### src/hw/rtl/rle_pkg.sv
// Shared types and constants for the run-length byte stream encoder.
// Depends on nothing; every other file imports it.
package rle_pkg;

  localparam int unsigned FifoDepth = 4;
  localparam int unsigned FifoPtrW  = $clog2(FifoDepth);
  localparam int unsigned FifoCntW  = $clog2(FifoDepth + 1);

  localparam logic [15:0] MaxCountOne = 16'h00FF;
  localparam logic [15:0] MaxCountTwo = 16'hFFFF;

  localparam int unsigned PaddrW = 3;
  localparam int unsigned PdataW = 32;

  // Register index, taken from paddr[2]
  localparam logic RegCountMode = 1'b0;

  // At most one command per item: the run it closes, then the run it flushes.
  typedef struct packed {
    logic        closed_vld;
    logic [7:0]  closed_val;
    logic [15:0] closed_len;
    logic        flush_vld;
    logic [7:0]  flush_val;
    logic [15:0] flush_len;
    logic        two_bytes;
  } rle_cmd_t;

  typedef struct packed {
    logic full;
    logic empty;
  } rle_fifo_status_t;

  typedef enum logic [2:0] {
    PhClosedLo,
    PhClosedHi,
    PhClosedVal,
    PhFlushLo,
    PhFlushHi,
    PhFlushVal
  } rle_phase_e;

endpackage

### src/hw/rtl/rle_byte_stream_encoder.sv
// Top level of the run-length byte stream encoder: mode register, front end,
// command queue and back end. Depends on rle_pkg, rle_front, rle_fifo, rle_back.

// Each run leaves as its count (one byte, or two bytes low first when
// count_two_bytes is set) followed by its data byte. An input word is taken
// in the cycle it is offered as long as the four-entry command queue has room;
// a word that only lengthens the open run produces nothing, one that closes a
// run produces two or three output words, and a last_in_block word up to six.
// Output runs at one word per cycle, while the receiver is ready, from a single
// registered stage; the first output word of an item passes through the command
// queue and then the output register.
module rle_byte_stream_encoder (
  input  logic                       clk_i,
  input  logic                       rst_ni,
  input  logic                       in_valid_i,
  output logic                       in_ready_o,
  input  logic [7:0]                 data_byte_i,
  input  logic                       last_in_block_i,
  output logic                       out_valid_o,
  input  logic                       out_ready_i,
  output logic [7:0]                 out_byte_o,
  output logic                       out_item_end_o,
  output logic                       out_block_end_o,
  input  logic                       psel,
  input  logic                       penable,
  input  logic                       pwrite,
  input  logic [rle_pkg::PaddrW-1:0] paddr,
  input  logic [rle_pkg::PdataW-1:0] pwdata,
  output logic [rle_pkg::PdataW-1:0] prdata,
  output logic                       pready
);
  import rle_pkg::*;

  logic             count_two_bytes_q, count_two_bytes_d;
  logic             reg_hit;
  logic             cmd_valid;
  rle_cmd_t         cmd;
  rle_cmd_t         head;
  rle_fifo_status_t fifo_status;
  logic             pop;

  assign pready  = 1'b1;
  assign reg_hit = (paddr[2] == RegCountMode);

  always_comb begin
    count_two_bytes_d = count_two_bytes_q;
    if (psel && penable && pwrite && reg_hit) begin
      count_two_bytes_d = pwdata[0];
    end
  end

  always_ff @(posedge clk_i or negedge rst_ni) begin
    if (!rst_ni) begin
      count_two_bytes_q <= 1'b1;
    end else begin
      count_two_bytes_q <= count_two_bytes_d;
    end
  end

  assign prdata = reg_hit ? {{(PdataW-1){1'b0}}, count_two_bytes_q} : '0;

  rle_front u_front (
    .clk_i             (clk_i),
    .rst_ni            (rst_ni),
    .in_valid_i        (in_valid_i),
    .in_ready_o        (in_ready_o),
    .data_byte_i       (data_byte_i),
    .last_in_block_i   (last_in_block_i),
    .count_two_bytes_i (count_two_bytes_q),
    .cmd_ready_i       (!fifo_status.full),
    .cmd_valid_o       (cmd_valid),
    .cmd_o             (cmd)
  );

  rle_fifo u_fifo (
    .clk_i       (clk_i),
    .rst_ni      (rst_ni),
    .push_i      (cmd_valid),
    .push_data_i (cmd),
    .pop_i       (pop),
    .head_o      (head),
    .status_o    (fifo_status)
  );

  rle_back u_back (
    .clk_i           (clk_i),
    .rst_ni          (rst_ni),
    .head_valid_i    (!fifo_status.empty),
    .head_i          (head),
    .pop_o           (pop),
    .out_valid_o     (out_valid_o),
    .out_ready_i     (out_ready_i),
    .out_byte_o      (out_byte_o),
    .out_item_end_o  (out_item_end_o),
    .out_block_end_o (out_block_end_o)
  );

endmodule

### src/hw/rtl/rle_front.sv
// Front end: accepts words, tracks the open run and classifies each item
// into a run command for the queue. Depends on rle_pkg.
module rle_front (
  input  logic             clk_i,
  input  logic             rst_ni,
  input  logic             in_valid_i,
  output logic             in_ready_o,
  input  logic [7:0]       data_byte_i,
  input  logic             last_in_block_i,
  input  logic             count_two_bytes_i,
  input  logic             cmd_ready_i,
  output logic             cmd_valid_o,
  output rle_pkg::rle_cmd_t cmd_o
);
  import rle_pkg::*;

  logic [7:0]  run_value_q, run_value_d;
  logic [15:0] run_length_q, run_length_d;
  logic        run_open_q, run_open_d;

  logic        accept;
  logic        extend;
  logic [15:0] max_len;
  logic [15:0] new_len;
  logic [15:0] closed_len;

  assign in_ready_o = cmd_ready_i;
  assign accept     = in_valid_i && cmd_ready_i;
  assign max_len    = count_two_bytes_i ? MaxCountTwo : MaxCountOne;

  assign extend  = run_open_q && (data_byte_i == run_value_q) && (run_length_q < max_len);
  assign new_len = extend ? (run_length_q + 16'd1) : 16'd1;

  // A run left over from two-byte mode saturates when written as one byte.
  assign closed_len = (!count_two_bytes_i && (run_length_q > MaxCountOne)) ?
                      MaxCountOne : run_length_q;

  always_comb begin
    cmd_o.closed_vld = run_open_q && !extend;
    cmd_o.closed_val = run_value_q;
    cmd_o.closed_len = closed_len;
    cmd_o.flush_vld  = last_in_block_i;
    cmd_o.flush_val  = data_byte_i;
    cmd_o.flush_len  = new_len;
    cmd_o.two_bytes  = count_two_bytes_i;
  end

  assign cmd_valid_o = accept && ((run_open_q && !extend) || last_in_block_i);

  always_comb begin
    run_value_d  = run_value_q;
    run_length_d = run_length_q;
    run_open_d   = run_open_q;
    if (accept) begin
      if (last_in_block_i) begin
        run_value_d  = 8'd0;
        run_length_d = 16'd0;
        run_open_d   = 1'b0;
      end else begin
        run_value_d  = data_byte_i;
        run_length_d = new_len;
        run_open_d   = 1'b1;
      end
    end
  end

  always_ff @(posedge clk_i or negedge rst_ni) begin
    if (!rst_ni) begin
      run_value_q  <= 8'd0;
      run_length_q <= 16'd0;
      run_open_q   <= 1'b0;
    end else begin
      run_value_q  <= run_value_d;
      run_length_q <= run_length_d;
      run_open_q   <= run_open_d;
    end
  end

endmodule

### src/hw/rtl/rle_fifo.sv
// Short command queue between the front and back ends.
// Depends on rle_pkg.
module rle_fifo (
  input  logic                      clk_i,
  input  logic                      rst_ni,
  input  logic                      push_i,
  input  rle_pkg::rle_cmd_t         push_data_i,
  input  logic                      pop_i,
  output rle_pkg::rle_cmd_t         head_o,
  output rle_pkg::rle_fifo_status_t status_o
);
  import rle_pkg::*;

  rle_cmd_t            mem_q [FifoDepth];
  logic [FifoPtrW-1:0] wr_ptr_q, wr_ptr_d;
  logic [FifoPtrW-1:0] rd_ptr_q, rd_ptr_d;
  logic [FifoCntW-1:0] count_q, count_d;
  logic                do_push, do_pop;

  assign status_o.full  = (count_q == FifoCntW'(FifoDepth));
  assign status_o.empty = (count_q == '0);
  assign do_push = push_i && !status_o.full;
  assign do_pop  = pop_i && !status_o.empty;
  assign head_o  = mem_q[rd_ptr_q];

  always_comb begin
    wr_ptr_d = do_push ? wr_ptr_q + FifoPtrW'(1) : wr_ptr_q;
    rd_ptr_d = do_pop ? rd_ptr_q + FifoPtrW'(1) : rd_ptr_q;
    count_d  = count_q;
    if (do_push && !do_pop) begin
      count_d = count_q + FifoCntW'(1);
    end else if (do_pop && !do_push) begin
      count_d = count_q - FifoCntW'(1);
    end
  end

  always_ff @(posedge clk_i) begin
    if (do_push) begin
      mem_q[wr_ptr_q] <= push_data_i;
    end
  end

  always_ff @(posedge clk_i or negedge rst_ni) begin
    if (!rst_ni) begin
      wr_ptr_q <= '0;
      rd_ptr_q <= '0;
      count_q  <= '0;
    end else begin
      wr_ptr_q <= wr_ptr_d;
      rd_ptr_q <= rd_ptr_d;
      count_q  <= count_d;
    end
  end

endmodule

### src/hw/rtl/rle_back.sv
// Back end: walks each queued command one encoded word per cycle, while the output
// is not stalled, into the output register. Depends on rle_pkg.
module rle_back (
  input  logic              clk_i,
  input  logic              rst_ni,
  input  logic              head_valid_i,
  input  rle_pkg::rle_cmd_t head_i,
  output logic              pop_o,
  output logic              out_valid_o,
  input  logic              out_ready_i,
  output logic [7:0]        out_byte_o,
  output logic              out_item_end_o,
  output logic              out_block_end_o
);
  import rle_pkg::*;

  rle_phase_e phase_q, phase_d;
  rle_phase_e phase_eff;

  logic       out_valid_q, out_valid_d;
  logic [7:0] out_byte_q, out_byte_d;
  logic       item_end_q, item_end_d;
  logic       block_end_q, block_end_d;

  logic       load;
  logic [7:0] sel_byte;
  logic       sel_last;
  logic       sel_block_end;

  assign load = head_valid_i && (!out_valid_q || out_ready_i);

  // A command without a closed run starts straight at the flushed run.
  assign phase_eff = ((phase_q == PhClosedLo) && !head_i.closed_vld) ? PhFlushLo : phase_q;

  // Next state
  always_comb begin
    phase_d = phase_q;
    if (load) begin
      case (phase_eff)
        PhClosedLo:  phase_d = head_i.two_bytes ? PhClosedHi : PhClosedVal;
        PhClosedHi:  phase_d = PhClosedVal;
        PhClosedVal: phase_d = head_i.flush_vld ? PhFlushLo : PhClosedLo;
        PhFlushLo:   phase_d = head_i.two_bytes ? PhFlushHi : PhFlushVal;
        PhFlushHi:   phase_d = PhFlushVal;
        PhFlushVal:  phase_d = PhClosedLo;
        default:     phase_d = PhClosedLo;
      endcase
    end
  end

  // Outputs of the sequencer
  always_comb begin
    sel_byte      = 8'd0;
    sel_last      = 1'b0;
    sel_block_end = 1'b0;
    case (phase_eff)
      PhClosedLo:  sel_byte = head_i.closed_len[7:0];
      PhClosedHi:  sel_byte = head_i.closed_len[15:8];
      PhClosedVal: begin
        sel_byte = head_i.closed_val;
        sel_last = !head_i.flush_vld;
      end
      PhFlushLo:   sel_byte = head_i.flush_len[7:0];
      PhFlushHi:   sel_byte = head_i.flush_len[15:8];
      PhFlushVal:  begin
        sel_byte      = head_i.flush_val;
        sel_last      = 1'b1;
        sel_block_end = 1'b1;
      end
      default:     sel_byte = 8'd0;
    endcase
  end

  assign pop_o = load && sel_last;

  always_comb begin
    out_valid_d = out_valid_q;
    out_byte_d  = out_byte_q;
    item_end_d  = item_end_q;
    block_end_d = block_end_q;
    if (load) begin
      out_valid_d = 1'b1;
      out_byte_d  = sel_byte;
      item_end_d  = sel_last;
      block_end_d = sel_block_end;
    end else if (out_ready_i) begin
      out_valid_d = 1'b0;
    end
  end

  always_ff @(posedge clk_i or negedge rst_ni) begin
    if (!rst_ni) begin
      phase_q     <= PhClosedLo;
      out_valid_q <= 1'b0;
    end else begin
      phase_q     <= phase_d;
      out_valid_q <= out_valid_d;
    end
  end

  always_ff @(posedge clk_i) begin
    out_byte_q  <= out_byte_d;
    item_end_q  <= item_end_d;
    block_end_q <= block_end_d;
  end

  assign out_valid_o     = out_valid_q;
  assign out_byte_o      = out_byte_q;
  assign out_item_end_o  = item_end_q;
  assign out_block_end_o = block_end_q;

endmodule

### config.mk
export PLATFORM = sky130hd
export DESIGN_NAME = rle_byte_stream_encoder
export DESIGN_NICKNAME = d
export VERILOG_FILES = /design/src/hw/rtl/rle_pkg.sv /design/src/hw/rtl/rle_byte_stream_encoder.sv /design/src/hw/rtl/rle_front.sv /design/src/hw/rtl/rle_fifo.sv /design/src/hw/rtl/rle_back.sv
export SDC_FILE = /design/constraint.sdc
export NUM_CORES = 1
export LEC_CHECK = 0
export BUFFER_PORTS_ARGS = -buffer_cell sky130_fd_sc_hd__buf_2
export CORE_MARGIN = 4
export CORE_UTILIZATION = 60
export DETAILED_ROUTE_END_ITERATION = 10
export GPL_ROUTABILITY_DRIVEN = 0
export HOLD_SLACK_MARGIN = 0.1
export PLACE_DENSITY = 0.8
export SYNTH_ARGS = -nofsm -noshare
export SYNTH_HDL_FRONTEND = slang
export SYNTH_SLANG_ARGS = --single-unit
### constraint.sdc
create_clock -name clk_i -period 3.23 [get_ports clk_i]
set_input_delay 0.323 -clock clk_i [delete_from_list [all_inputs] [get_ports clk_i]]
set_output_delay 0.323 -clock clk_i [all_outputs]
set_load 0.05 [all_outputs]
==> flow_summary_export.csv <==
group,metric,value,unit
outcome,status,"completed",
grt,groute.usage.overall,23.67,%
critical_path,path_class,"reg2reg",
yosys,synthSimpleGateAreaFrac,9.575,%
final_layout,syn2layout_area_growth,12.50,%
final_layout,layout_commonest_cell,"edfxtp_1",
yosys,ys_seq_area_share,66.59,%
timing,finalCriticalPeriod,3.081,ns
routing,route.detailed.drc,0,
yosys,synthTopCellsByArea,"edfxtp_1 (58%), mux4_2 (10%), dfrtp_1 (8.2%), buf_4 (2.2%), ha_1 (1.6%)",
yosys,synth_area,11040,um2
yosys,synth_edf_count,214,
final_layout,n_fill_cell,1171,
timing,drv_slew,0,
grt,antenna_found_initial,0,
critical_path,cp_slowest_cell,"dfstp_2",
final_layout,diodes,0,
routing,antenna_left,0,
critical_path,r2r_slack,0.15,ns
critical_path,cpPeakStageDelay,0.55,ns
placement,detailed_place.area,11470,um2
die,coreArea,18020,um2
worst_hold_path,min_to,"count_two_bytes_q$_DFFE_PN1P_",
pwr,leakagePower,4.468,nW
worst_hold_path,min_path_type,"in2reg",
yosys,synth.area.mux_share,11.46,%
routing,drt-vias-per-instance,6.284,
routing,wl_per_cell,23.39,um
pwr,power_density,857.3,nW/um2
routing,first_pass_iters,7,
timing,fin_skew,0.01611,ns
yosys,ys.flop_type,"edfxtp_1",
die,die_w,143.7,um
timing,finalSetupTns,0,ns
final_layout,fin_util,68.92,%
clocking,h-tree-depth,1,
die,die_area,20640,um2
pwr,ir_drop,1.230,mV
routing,drt_iter0_markers,783,
yosys,ys_ff_latch,251,
clocking,cts_tree,"built",
critical_path,timing.rr.start,"count_two_bytes_q$_DFFE_PN1P_",
critical_path,critical_path_arrival,3.52,ns
clocking,numCtsBuffers,26,
timing,setup_viol_count_final,0,
timing,max_freq,0.3246,GHz
timing,slew_headroom,34.86,%
clocking,cts_root_buffer,"clkbuf_16",
critical_path,endpoint_kind,"register",
critical_path,worstPathMaxFanout,7,
critical_path,r2r_cells,13,
die,rows,49,
critical_path,path_common_cell,"xor2_1",
final_layout,ff_latch_area,7358,um2
timing,fin_crit_sh,95.38,%
yosys,synth_top_family_by_area,"multiplexers",
pwr,p_int,7.186,mW
final_layout,final_cell_mix,"edfxtp_1 (214), mux4_2 (51), nor2_1 (41), nand2_1 (41), dfrtp_1 (34)",
clocking,clk_latency,0.52,ns
final_layout,layout-drive-gt1-share,23.34,%
clocking,clk_pin_slew,0.06,ns
yosys,synth_cells,707,
grt,grt_start_max_net_pins,53,
yosys,syn_area_per_cell,15.62,um2
placement,pre_cts_slack,0.009788,ns
final_layout,multi_input_area,3372,um2
pwr,clkPwrFrac,25.5,%
final_layout,nets,832,
critical_path,critPathBufInv,3,
yosys,yosysWarnings,0,
critical_path,required,3.67,ns
critical_path,crit_family,"adder cells",
critical_path,start_kind,"register",
timing,setup_ws,0.1492,ns
yosys,synthAdderAreaFrac,1.768,%
placement,dpl.hpwl,14.53,mm
job,cap_viol_max_count,0,
grt,grt_first_pass_wirelength,36.81,mm
worst_hold_path,min_from,"penable",
clocking,cts_num_sinks,251,
critical_path,crit_chain,"clkinvlp_4, buf_4, ha_1, nand4_1, o31ai_2, o2111ai_1, o211ai_4, ha_4, inv_1, fa_1, xor2_1, nor2_1, xor2_1",
pwr,switching_share,32.52,%
yosys,synth_compound_gate_area_share,4.827,%
yosys,yosys.area_share.xor_xnor,1.586,%
final_layout,fin_cells,1013,
routing,routed_wirelength,23.69,mm
yosys,synth-async-reset-ratio,14.74,%
timing,rsz0062_at_grt,"false",
routing,vias,6366,
clocking,cts.path.max_buffers,3,
pwr,p_comb_share,31.8,%
final_layout,stdcell_area,12420,um2
grt,overflow,0,
die,ios,96,
grt,grt_pass1_vias,6454,
pwr,pwr-share-seq,42.7,%
placement,dp.cells,951,
yosys,synth_top_area_share,58.20,%
pwr,power.net_switching,3.463,mW
yosys,yosys.area.top_type,"edfxtp_1",
critical_path,worst_r2r_endpoint,"u_fifo.count_q[2]$_DFFE_PN0P_",
worst_hold_path,hold_depth,3,
timing,worst_slew_pin_slew,0.9696,ns
timing,finalHoldViolations,0,
yosys,ys_types,59,
die,die_h,143.7,um
placement,io_buffers,30,
die,start_util,61.26,%
-- through the flow --
stage               total power [mW]  hold WS, ns
global placement               7.745       0.4726
detailed placement             7.904       0.5018
floorplan                      6.897      0.02741
CTS                            10.65       0.1364
global route                   11.10       0.1831
finish                         10.65       0.1463
-- power groups by stage --
stage / logic [mW] / registers, mW / clock network, mW
3_5_place_dp: 3.30 / 4.60 / 0
5_1_grt: 3.60 / 4.59 / 2.91
3_3_place_gp: 3.22 / 4.53 / 0
2_1_floorplan: 2.15 / 4.75 / 0
4_1_cts: 3.36 / 4.55 / 2.74
6_report: 3.38 / 4.55 / 2.72
-- synth_stat cells (all sizes together) (3+ instances only) --
cell type,number
edfxtp,214
mux4,51
buf,45
nand2,41
nor2,41
dfrtp,36
clkbuf,25
o21ai,23
nor3,17
and2,16
inv,15
ha,14
xor2,13
nand2b,12
and3,11
nand3,11
mux2,10
o211ai,10
or2,10
nand4,9
a22oi,8
a21oi,7
a221oi,7
xnor2,7
a31oi,5
nor4,5
nor3b,4
a21o,3
a32oi,3
and4b,3
or4,3
-- cell type report --
type	count	share of cell area (%)
multi-input cells	401	27.15
flip-flops and latches	251	59.24
well taps	229	2.307
clock buffers	32	5.671
inverters	15	0.4835
clock inverters	14	0.5641
repair buffers	71	4.593
-- cells by family (layout without fill, tap and decap cells) --
| logic type | count (synthesis) | count (layout) |
|---|---|---|
| flops | 251 | 251 |
| xor+xnor | 20 | 20 |
| compound gates | 78 | 78 |
| mux | 61 | 61 |
| simple gates | 195 | 195 |
| fa+ha+maj | 15 | 15 |
| buf+inv | 85 | 132 |
| other cells | 2 | 32 |
-- how the worst max path moves through the flow --
| stage | slack (ns) | from | cells past startpoint | to |
|---|---|---|---|---|
| final | 0.15 | count_two_bytes_q$_DFFE_PN1P_ | 13 | u_fifo.count_q[2]$_DFFE_PN0P_ |
| after global routing | 0.05 | count_two_bytes_q$_DFFE_PN1P_ | 11 | u_fifo.count_q[1]$_DFFE_PN0P_ |
| after CTS | 0.03 | count_two_bytes_q$_DFFE_PN1P_ | 12 | u_fifo.count_q[2]$_DFFE_PN0P_ |
| after detailed placement | 0.01 | count_two_bytes_q$_DFFE_PN1P_ | 12 | u_fifo.count_q[2]$_DFFE_PN0P_ |
| after global placement | 0.17 | count_two_bytes_q$_DFFE_PN1P_ | 10 | u_fifo.count_q[1]$_DFFE_PN0P_ |
| after floorplan | 0.25 | count_two_bytes_q$_DFFE_PN1P_ | 10 | u_fifo.count_q[1]$_DFFE_PN0P_ |
-- timing repair --
action	CTS	global route
endpoints found under the setup margin	1	2
resized for setup	1	4
pin swaps	0	3
cloned	0	0
hold endpoints to repair	70	0
hold buffers	11	0
buffers inserted	0	5
-- routing by layer --
metal	share of wire (%)	wire (um)	track usage, %	up-vias
met1	38	9108	32.48	3185
met4	2.5	600	7.136	0
met3	8.7	2053	3.494	50
met2	50	11930	39.97	348
li1	-	-	-	2783
met5	0	0	0	-
-- tightest hold or removal path, stage by stage --
cell     delay [ns]
buf_2          0.07
and4b_1        0.19
o21ai_0        0.07
-- sequential cells by signal, summed over array words and instances (netlist names) --
name                    cells
u_fifo.rd_ptr_q             2
u_back.phase_q              3
u_back.out_item_end_o       1
u_fifo.mem_q              204
u_back.out_block_end_o      1
u_fifo.count_q              3
u_back.out_byte_o           8
u_fifo.wr_ptr_q             2
u_back.out_valid_o          1
count_two_bytes_q           1
u_front.run_length_q       16
u_front.run_value_q         8
u_front.run_open_q          1
Note: power is estimated with default switching activity, not from simulation.
